### config.mk
export PLATFORM = sky130hd
export DESIGN_NAME = text_to_integer_parser
export DESIGN_NICKNAME = d
export VERILOG_FILES = /design/src/tip_pkg.sv /design/src/tip_in_stage.sv /design/src/tip_scan.sv /design/src/tip_finish.sv /design/src/text_to_integer_parser.sv
export SDC_FILE = /design/constraint.sdc
export NUM_CORES = 2
export LEC_CHECK = 0
export ABC_AREA = 0
export BUFFER_PORTS_ARGS = -buffer_cell sky130_fd_sc_hd__buf_2
export CAP_MARGIN = 20
export CORE_MARGIN = 8
export CORE_UTILIZATION = 35
export CTS_CLUSTER_DIAMETER = 40
export CTS_CLUSTER_SIZE = 8
export DETAILED_ROUTE_END_ITERATION = 6
export MAX_ROUTING_LAYER = met4
export SKIP_LAST_GASP = 1
export SLEW_MARGIN = 30
export SYNTH_ARGS = -nofsm -noshare
export SYNTH_HDL_FRONTEND = slang
export SYNTH_SLANG_ARGS = --single-unit
### constraint.sdc
create_clock -name clk -period 30.7 [get_ports clk]
set_input_delay 1.535 -clock clk [delete_from_list [all_inputs] [get_ports clk]]
set_output_delay 1.535 -clock clk [all_outputs]
set_load 0.05 [all_outputs]
### src/tip_pkg.sv
// ----------------------------------------------------------------------------
// tip_pkg
// Shared types, codes and character helpers for the text-to-integer parser.
// ----------------------------------------------------------------------------
package tip_pkg;

  localparam int unsigned ValW  = 64;
  localparam int unsigned PosW  = 16;
  localparam int unsigned BaseW = 6;
  localparam int unsigned DigW  = 7;

  typedef enum logic [1:0] {
    ST_OK             = 2'd0,
    ST_NO_DIGITS      = 2'd1,
    ST_MINUS_UNSIGNED = 2'd2,
    ST_RANGE          = 2'd3
  } status_t;

  typedef enum logic [1:0] {
    CFG_NUMBER_BASE   = 2'd0,
    CFG_UNSIGNED_MODE = 2'd1,
    CFG_WIDE_MODE     = 2'd2
  } cfg_idx_t;

  typedef struct packed {
    logic [BaseW-1:0] number_base;
    logic             unsigned_mode;
    logic             wide_mode;
  } cfg_t;

  // parse state captured on the last beat of a string
  typedef struct packed {
    logic [ValW-1:0] acc;
    logic            neg;
    logic            digit;
    logic            ovf;
    logic            early_minus;
    logic [PosW-1:0] stop;
  } snap_t;

  localparam logic [7:0] CH_0     = 8'h30;
  localparam logic [7:0] CH_9     = 8'h39;
  localparam logic [7:0] CH_UA    = 8'h41;
  localparam logic [7:0] CH_UZ    = 8'h5A;
  localparam logic [7:0] CH_LA    = 8'h61;
  localparam logic [7:0] CH_LZ    = 8'h7A;
  localparam logic [7:0] CH_UX    = 8'h58;
  localparam logic [7:0] CH_LX    = 8'h78;
  localparam logic [7:0] CH_PLUS  = 8'h2B;
  localparam logic [7:0] CH_MINUS = 8'h2D;
  localparam logic [7:0] CH_SPACE = 8'h20;
  localparam logic [7:0] CH_TAB   = 8'h09;
  localparam logic [7:0] CH_CR    = 8'h0D;

  localparam logic [BaseW-1:0] BASE_8  = 6'd8;
  localparam logic [BaseW-1:0] BASE_10 = 6'd10;
  localparam logic [BaseW-1:0] BASE_16 = 6'd16;

  localparam logic [DigW-1:0] DIGIT_NONE = 7'd64;

  function automatic logic [DigW-1:0] digit_of(input logic [7:0] c);
    logic [DigW-1:0] d;
    d = DIGIT_NONE;
    if (c >= CH_0 && c <= CH_9) d = DigW'(c - CH_0);
    else if (c >= CH_UA && c <= CH_UZ) d = DigW'(c - CH_UA) + 7'd10;
    else if (c >= CH_LA && c <= CH_LZ) d = DigW'(c - CH_LA) + 7'd10;
    return d;
  endfunction

  function automatic logic is_space(input logic [7:0] c);
    return (c == CH_SPACE) || (c >= CH_TAB && c <= CH_CR);
  endfunction

endpackage

### src/tip_in_stage.sv
// ----------------------------------------------------------------------------
// tip_in_stage
// Input register: holds one text beat until the scanner takes it.
// ----------------------------------------------------------------------------
module tip_in_stage
  import tip_pkg::*;
(
  input  logic       clk,
  input  logic       rst_n,
  input  logic       in_tvalid,
  output logic       in_tready,
  input  logic [7:0] in_tdata,
  input  logic       in_tlast,
  input  logic       take_i,
  output logic       valid_o,
  output logic [7:0] byte_o,
  output logic       last_o
);

  logic       valid_r;
  logic [7:0] byte_r;
  logic       last_r;

  assign in_tready = !valid_r || take_i;

  always_ff @(posedge clk) begin
    if (!rst_n) begin
      valid_r <= 1'b0;
    end else if (in_tready) begin
      valid_r <= in_tvalid;
    end
  end

  always_ff @(posedge clk) begin
    if (in_tvalid && in_tready) begin
      byte_r <= in_tdata;
      last_r <= in_tlast;
    end
  end

  assign valid_o = valid_r;
  assign byte_o  = byte_r;
  assign last_o  = last_r;

endmodule

### src/tip_scan.sv
// ----------------------------------------------------------------------------
// tip_scan
// Per-byte parse step: whitespace, sign, prefix and digit accumulation.
// ----------------------------------------------------------------------------
module tip_scan
  import tip_pkg::*;
(
  input  logic       clk,
  input  logic       rst_n,
  input  cfg_t       cfg_i,
  input  logic       valid_i,
  input  logic [7:0] byte_i,
  input  logic       last_i,
  output logic       take_o,
  output logic       snap_valid_o,
  output snap_t      snap_o,
  input  logic       snap_take_i
);

  typedef enum logic [2:0] {
    PH_SPACE,
    PH_FIRST,
    PH_ZERO,
    PH_DIGITS,
    PH_DONE
  } phase_t;

  phase_t           phase_r, phase_nxt;
  logic             neg_r, neg_nxt;
  logic [BaseW-1:0] base_r, base_nxt;
  logic [ValW-1:0]  acc_r, acc_nxt;
  logic             digit_r, digit_nxt;
  logic             ovf_r, ovf_nxt;
  logic             early_r, early_nxt;
  logic [PosW-1:0]  pos_r, pos_after;
  logic [PosW-1:0]  stop_r, stop_nxt;
  logic             snap_valid_r;
  snap_t            snap_r;

  logic             first_c, feed_c, fits_c, is_zero_c, is_x_c;
  logic [DigW-1:0]  dig_c;
  logic [ValW-1:0]  lim_c;
  logic [ValW+6:0]  prod_c;

  assign take_o    = valid_i && (!last_i || !snap_valid_r || snap_take_i);
  assign pos_after = (pos_r == {PosW{1'b1}}) ? pos_r : pos_r + 1'b1;
  assign dig_c     = digit_of(byte_i);
  assign is_zero_c = (byte_i == CH_0);
  assign is_x_c    = (byte_i == CH_LX) || (byte_i == CH_UX);
  assign lim_c     = cfg_i.wide_mode ? {ValW{1'b1}} : {32'd0, 32'hFFFF_FFFF};

  always_comb begin
    first_c  = 1'b0;
    base_nxt = base_r;
    case (phase_r)
      PH_SPACE: begin
        first_c = !is_space(byte_i) && byte_i != CH_MINUS && byte_i != CH_PLUS;
      end
      PH_FIRST: first_c = 1'b1;
      PH_ZERO: begin
        if (is_x_c) base_nxt = BASE_16;
        else if (base_r == '0) base_nxt = BASE_8;
      end
      default: ;
    endcase
    if (first_c) begin
      if (cfg_i.number_base != '0) base_nxt = cfg_i.number_base;
      else if (!is_zero_c) base_nxt = BASE_10;
      else base_nxt = '0;
    end
  end

  assign prod_c = (ValW+7)'(acc_r) * (ValW+7)'(base_nxt) + (ValW+7)'(dig_c);
  assign fits_c = prod_c <= (ValW+7)'(lim_c);

  always_comb begin
    phase_nxt = phase_r;
    neg_nxt   = neg_r;
    acc_nxt   = acc_r;
    digit_nxt = digit_r;
    ovf_nxt   = ovf_r;
    early_nxt = early_r;
    stop_nxt  = stop_r;
    feed_c    = 1'b0;
    case (phase_r)
      PH_SPACE: begin
        if (byte_i == CH_MINUS) begin
          neg_nxt = 1'b1;
          if (cfg_i.unsigned_mode) begin
            early_nxt = 1'b1;
            phase_nxt = PH_DONE;
          end else begin
            phase_nxt = PH_FIRST;
          end
        end else if (byte_i == CH_PLUS) begin
          phase_nxt = PH_FIRST;
        end
      end
      PH_ZERO: begin
        if (is_x_c) begin
          phase_nxt = PH_DIGITS;
        end else begin
          digit_nxt = 1'b1;
          feed_c    = 1'b1;
        end
      end
      PH_DIGITS: feed_c = 1'b1;
      default: ;
    endcase
    if (first_c) begin
      if (is_zero_c && (cfg_i.number_base == '0 || cfg_i.number_base == BASE_16)) begin
        stop_nxt  = pos_after;
        phase_nxt = PH_ZERO;
      end else begin
        feed_c = 1'b1;
      end
    end
    if (feed_c) begin
      if (dig_c >= {1'b0, base_nxt} || base_nxt == '0) begin
        stop_nxt  = pos_r;
        phase_nxt = PH_DONE;
      end else begin
        digit_nxt = 1'b1;
        if (fits_c) acc_nxt = prod_c[ValW-1:0];
        else ovf_nxt = 1'b1;
        stop_nxt  = pos_after;
        phase_nxt = PH_DIGITS;
      end
    end
  end

  always_ff @(posedge clk) begin
    if (!rst_n) begin
      phase_r      <= PH_SPACE;
      neg_r        <= 1'b0;
      base_r       <= '0;
      acc_r        <= '0;
      digit_r      <= 1'b0;
      ovf_r        <= 1'b0;
      early_r      <= 1'b0;
      pos_r        <= '0;
      stop_r       <= '0;
      snap_valid_r <= 1'b0;
    end else begin
      if (snap_take_i) snap_valid_r <= 1'b0;
      if (take_o && last_i) begin
        snap_valid_r <= 1'b1;
        phase_r      <= PH_SPACE;
        neg_r        <= 1'b0;
        base_r       <= '0;
        acc_r        <= '0;
        digit_r      <= 1'b0;
        ovf_r        <= 1'b0;
        early_r      <= 1'b0;
        pos_r        <= '0;
        stop_r       <= '0;
      end else if (take_o) begin
        phase_r <= phase_nxt;
        neg_r   <= neg_nxt;
        base_r  <= base_nxt;
        acc_r   <= acc_nxt;
        digit_r <= digit_nxt;
        ovf_r   <= ovf_nxt;
        early_r <= early_nxt;
        pos_r   <= pos_after;
        stop_r  <= stop_nxt;
      end
    end
  end

  always_ff @(posedge clk) begin
    if (take_o && last_i) begin
      snap_r.acc         <= acc_nxt;
      snap_r.neg         <= neg_nxt;
      snap_r.digit       <= digit_nxt || (phase_nxt == PH_ZERO);
      snap_r.ovf         <= ovf_nxt;
      snap_r.early_minus <= early_nxt;
      snap_r.stop        <= stop_nxt;
    end
  end

  assign snap_valid_o = snap_valid_r;
  assign snap_o       = snap_r;

  a_clear_on_last: assert property (@(posedge clk) disable iff (!rst_n)
    take_o && last_i |=> pos_r == '0 && phase_r == PH_SPACE && !digit_r)
    else $error("parse state not cleared after last beat");

  a_base_set: assert property (@(posedge clk) disable iff (!rst_n)
    digit_r || phase_r == PH_DIGITS |-> base_r != '0)
    else $error("digits taken without a radix");

  a_early_neg: assert property (@(posedge clk) disable iff (!rst_n)
    early_r |-> neg_r && phase_r == PH_DONE)
    else $error("early minus error without minus sign");

endmodule

### src/tip_finish.sv
// ----------------------------------------------------------------------------
// tip_finish
// Status, sign and saturation for a finished string; result register.
// ----------------------------------------------------------------------------
module tip_finish
  import tip_pkg::*;
(
  input  logic            clk,
  input  logic            rst_n,
  input  cfg_t            cfg_i,
  input  logic            snap_valid_i,
  input  snap_t           snap_i,
  output logic            snap_take_o,
  output logic            out_valid_o,
  input  logic            out_ready_i,
  output logic [ValW-1:0] value_o,
  output status_t         status_o,
  output logic [PosW-1:0] stop_o
);

  logic            out_valid_r;
  logic [ValW-1:0] value_r, value_nxt;
  status_t         status_r, status_nxt;
  logic [PosW-1:0] stop_r, stop_nxt;
  logic [ValW-1:0] lim_c, half_c;

  assign snap_take_o = snap_valid_i && (!out_valid_r || out_ready_i);
  assign lim_c  = cfg_i.wide_mode ? {ValW{1'b1}} : {32'd0, 32'hFFFF_FFFF};
  assign half_c = cfg_i.wide_mode ? {1'b1, 63'd0} : {32'd0, 1'b1, 31'd0};

  always_comb begin
    value_nxt  = snap_i.acc;
    status_nxt = ST_OK;
    stop_nxt   = snap_i.stop;
    if (snap_i.early_minus || (snap_i.neg && cfg_i.unsigned_mode)) begin
      status_nxt = ST_MINUS_UNSIGNED;
      value_nxt  = '0;
      stop_nxt   = '0;
    end else if (!snap_i.digit) begin
      status_nxt = ST_NO_DIGITS;
      value_nxt  = '0;
      stop_nxt   = '0;
    end else if (snap_i.ovf || (!cfg_i.unsigned_mode &&
                 ((snap_i.neg && snap_i.acc > half_c) ||
                  (!snap_i.neg && snap_i.acc > half_c - 1'b1)))) begin
      status_nxt = ST_RANGE;
      if (cfg_i.unsigned_mode) value_nxt = lim_c;
      else if (snap_i.neg) value_nxt = half_c;
      else value_nxt = half_c - 1'b1;
    end
    if (snap_i.neg && status_nxt != ST_MINUS_UNSIGNED) value_nxt = '0 - value_nxt;
    value_nxt = value_nxt & lim_c;
  end

  always_ff @(posedge clk) begin
    if (!rst_n) begin
      out_valid_r <= 1'b0;
    end else if (!out_valid_r || out_ready_i) begin
      out_valid_r <= snap_valid_i;
    end
  end

  always_ff @(posedge clk) begin
    if (snap_take_o) begin
      value_r  <= value_nxt;
      status_r <= status_nxt;
      stop_r   <= stop_nxt;
    end
  end

  assign out_valid_o = out_valid_r;
  assign value_o     = value_r;
  assign status_o    = status_r;
  assign stop_o      = stop_r;

  a_err_zero: assert property (@(posedge clk) disable iff (!rst_n)
    out_valid_r && (status_r == ST_NO_DIGITS || status_r == ST_MINUS_UNSIGNED)
      |-> value_r == '0 && stop_r == '0)
    else $error("error result carries value or stop position");

endmodule

### src/text_to_integer_parser.sv
// ----------------------------------------------------------------------------
// text_to_integer_parser
// Streaming ASCII-to-integer parser with base detection and saturation.
// ----------------------------------------------------------------------------
// Takes one text byte per cycle, sustained, with no gaps between strings,
// while the result side takes its beats. Each byte passes an input register,
// one parse step (a 64x6 multiply-add with limit compare sets the cycle), a
// capture register and then the result register, which holds the result
// beat for a string; only the last byte of a string yields a beat.
// Parse state clears on that byte, with no start-up pass after reset.
// Configuration writes take effect in the next cycle and belong between
// strings.
module text_to_integer_parser
  import tip_pkg::*;
(
  input  logic        clk,
  input  logic        rst_n,
  input  logic        in_tvalid,
  output logic        in_tready,
  input  logic [7:0]  in_tdata,   // [7:0] text_byte
  input  logic        in_tlast,   // end_of_text
  output logic        out_tvalid,
  input  logic        out_tready,
  output logic [87:0] out_tdata,  // [63:0] parsed_value, [65:64] parse_status,
                                  // [81:66] stop_position, [87:82] zero
  input  logic        cfg_we,
  input  logic [1:0]  cfg_index,
  input  logic [5:0]  cfg_data
);

  cfg_t            cfg_r;
  logic            stage_valid, stage_last, stage_take;
  logic [7:0]      stage_byte;
  logic            snap_valid, snap_take;
  snap_t           snap;
  logic [ValW-1:0] value;
  status_t         status;
  logic [PosW-1:0] stop;

  always_ff @(posedge clk) begin
    if (!rst_n) begin
      cfg_r.number_base   <= BASE_10;
      cfg_r.unsigned_mode <= 1'b0;
      cfg_r.wide_mode     <= 1'b1;
    end else if (cfg_we) begin
      case (cfg_index)
        CFG_NUMBER_BASE:   cfg_r.number_base   <= cfg_data;
        CFG_UNSIGNED_MODE: cfg_r.unsigned_mode <= cfg_data[0];
        CFG_WIDE_MODE:     cfg_r.wide_mode     <= cfg_data[0];
        default: ;
      endcase
    end
  end

  tip_in_stage u_in (
    .clk       (clk),
    .rst_n     (rst_n),
    .in_tvalid (in_tvalid),
    .in_tready (in_tready),
    .in_tdata  (in_tdata),
    .in_tlast  (in_tlast),
    .take_i    (stage_take),
    .valid_o   (stage_valid),
    .byte_o    (stage_byte),
    .last_o    (stage_last)
  );

  tip_scan u_scan (
    .clk          (clk),
    .rst_n        (rst_n),
    .cfg_i        (cfg_r),
    .valid_i      (stage_valid),
    .byte_i       (stage_byte),
    .last_i       (stage_last),
    .take_o       (stage_take),
    .snap_valid_o (snap_valid),
    .snap_o       (snap),
    .snap_take_i  (snap_take)
  );

  tip_finish u_finish (
    .clk          (clk),
    .rst_n        (rst_n),
    .cfg_i        (cfg_r),
    .snap_valid_i (snap_valid),
    .snap_i       (snap),
    .snap_take_o  (snap_take),
    .out_valid_o  (out_tvalid),
    .out_ready_i  (out_tready),
    .value_o      (value),
    .status_o     (status),
    .stop_o       (stop)
  );

  assign out_tdata = {6'd0, stop, status, value};

endmodule

==> flow_summary.yaml <==
synth:
  ys_top_cells_by_area: "edfxtp_1 (17%), fa_1 (16%), ha_1 (9.3%)"
  synth-edff-count: 175
  ys_warn_count: 0
  synthArstFlopShare_pct: 0
  avgSynthCellArea_um2: 8.93
  synth_area_um2: 31600
  synthDistinctLibCells: 102
  syn_inst: 3540
  yosys.area.top_type: "edfxtp_1"
  ys_seq_area_share_pct: 24.2
  ys.flop_type: "edfxtp_1"
  ys_seq_elements: 295
  synth_top_area_share_pct: 16.6
floorplan:
  die_w_um: 317
  core_area_um2: 89700
  die-area_um2: 100000
  die_y_um: 317
  io_pins: 112
  start_util_pct: 35.2
  core.rowCount: 110
critical_path:
  worst_path_max_delay_cell: "or4b_2"
  cp-end-kind: "flip-flop"
  path_buf_inv: 6
  slowest_delay_ps: 750
  arrival_ps: 13360
  cp_max_fo: 66
  crit_type: "reg -> reg"
  worst_ep_required_time_ps: 31030
  crit_family: "simple AND/OR/NAND/NOR gates"
  cp-start-kind: "flip-flop"
min_path:
  hold_path.class: "reg -> reg"
route:
  wl_mm: 94.2
  vias_per_cell: 5.57
  post_drt_wl_per_cell_um: 19.9
  vias: 26400
  drtAntennaViolNets: 0
  drt_iter0_drc: 1783
  drc: 0
  dr.pass1.iters: 6
timing:
  final_max_slew_viol_count: 0
  hold_viol_final: 0
  fin_crit_sh_pct: 42.4
  fin_skew_ps: 24.1
  fin_tns_setup_ps: 0
  max_slew_margin_pct: 25.7
  fin_crit_ps: 13030
  max_freq_ghz: 0.0768
  tightestPinTransition_ps: 1100
  rsz0062_at_grt: "no"
  finalSetupViolCount: 0
run:
  drv_cap: 0
pwr:
  seqPwrFrac_pct: 38.6
  netSwitchingFraction_pct: 26.5
  power.density_nw_per_um2: 32.5
  peakVddDrop_mv: 0.0379
  pwr-share-comb_pct: 10.4
  p_leak_uw: 0.0153
  internal_power_uw: 830
  power_switching_uw: 299
  clockPowerShare_pct: 51.0
global_routing:
  track_usage_pct: 18.9
  antenna_found_initial: 0
  grt-ovfl-total: 0
  grt_pass1_vias: 25800
  grt_first_pass_wirelength_mm: 149
  grt_max_degree: 72
clock_network:
  htreeDepth: 2
  cts_resized: 0
  cts.sinks: 295
  clk_path_buf_depth: 3
  path_clk_slew_ps: 50
  cts_buffers: 53
  clk-insertion-delay-late_ps: 600
  cts_tree: "yes"
  hold_buffers: 0
  clockRootBuffer: "clkbuf_16"
  post_cts_buffers: 0
cells_and_area:
  nets: 4032
  final_common_cell: "nand2_1"
  final.fill_count: 9068
  final_cell_mix: "nand2_1 (443), and2_1 (260), fa_1 (253)"
  insertedDiodeCount: 0
  drive_above_1_share_pct: 9.87
  final_cells: 4742
  syn_to_final_growth_pct: 10.0
run_status:
  status: "complete, no violations"
place:
  dp_cells: 4642
  port_buffers: 105
  dpl.hpwl_mm: 72.7
  place.gp.congestion: 0.939
power by group through the flow:
| stage | logic [uW] | clock network (uW) | registers (uW) |
|---|---|---|---|
| floorplan | 76.1 | 0 | 445 |
| finish | 117 | 576 | 436 |
| CTS | 116 | 589 | 435 |
| global route | 126 | 606 | 437 |
| global placement | 114 | 0 | 443 |
| detailed placement | 115 | 0 | 443 |
registers in the layout (all words and copies together) (netlist names):
name / flops
u_scan.snap_o: 84
u_finish.value_o: 64
u_scan.acc_r: 64
u_finish.stop_o: 16
u_scan.pos_r: 16
u_scan.stop_r: 16
cfg_r: 8
u_in.byte_o: 8
u_scan.base_r: 6
u_scan.phase_r: 3
u_finish.status_o: 2
u_finish.out_valid_o: 1
u_in.last_o: 1
u_in.valid_o: 1
u_scan.digit_r: 1
u_scan.early_r: 1
u_scan.neg_r: 1
u_scan.ovf_r: 1
u_scan.snap_valid_o: 1
logic make-up after synthesis:
group	count (synthesis)	synth area share (%)
other cells	1	0.0119
compound gates	724	15.0
flops	295	24.2
simple gates	1355	21.6
mux	148	5.61
xor+xnor	85	2.35
buf+inv	444	5.81
fa+ha+maj	488	25.3
layer usage:
metal	vias up	share of wire [%]	global-route usage, %
li1	12400	-	-
met1	13000	45	25.1
met2	837	46	30.3
met3	164	5.9	2.31
met4	0	2.8	5.59
met5	-	0	-
per-stage QoR:
step	utilization, %	hold slack [ps]	worst slack, ps	cell area (um2)	total power [uW]
3_3_place_gp	36.7	441	17860	33000	557
2_1_floorplan	-	430	20640	31600	521
4_1_cts	38.7	457	17590	34800	1140
5_1_grt	38.8	482	17040	34800	1170
3_5_place_dp	36.8	450	17600	33000	558
6_report	38.8	455	17670	34800	1130
worst register-to-register path, delay by kind of cell (launching register included):
| kind | cells | cell delay, ps |
|---|---|---|
| and+or+nand+nor | 15 | 4940 |
| muxes | 3 | 1070 |
| DFF | 1 | 460 |
| buffers and inverters | 6 | 1530 |
| adders and majority gates | 7 | 3180 |
| AOI/OAI and AO/OA | 6 | 1600 |
area by class of cell:
cell class / instances / area [um2] / area share [%]
Multi-Input combinational cell: 2806 / 22200 / 63.9
Sequential cell: 295 / 7660 / 22.0
Clock buffer: 80 / 1500 / 4.31
Tap cell: 1176 / 1470 / 4.23
Inverter: 231 / 870 / 2.50
Timing Repair Buffer: 135 / 783 / 2.25
Clock inverter: 19 / 268 / 0.770
synth_stat cells, types with 15 or more instances:
cell type,n
o21ai_0,158
and3_1,36
a21oi_1,219
o21a_1,28
inv_1,230
nand2_1,444
o31ai_1,23
and2_1,261
mux2i_1,82
or3_1,49
a211oi_1,23
nor4_1,32
buf_2,25
nor3_1,71
edfxtp_1,175
nor2b_1,23
xor2_1,46
o22ai_1,17
nor2_1,227
clkbuf_1,150
a31oi_1,22
mux2_4,56
buf_1,15
o21bai_1,18
a21o_1,39
dfxtp_1,120
xnor2_1,39
ha_1,235
fa_1,253
o211ai_1,20
nand4_1,78
nand3_1,42
path summary, 6_finish.rpt:
path                         start                end  slack, ps  cells past startpoint
setup / recovery    u_in.byte_o[1]  u_scan.snap_o[37]      17670                     37
hold / removal    u_scan.stop_r[0]   u_scan.stop_r[0]        450                      2
hold reg to reg   u_scan.stop_r[0]   u_scan.stop_r[0]        450                      2
setup reg to reg    u_in.byte_o[1]  u_scan.snap_o[37]      17670                     37
Note: power is estimated with default switching activity, not from simulation.
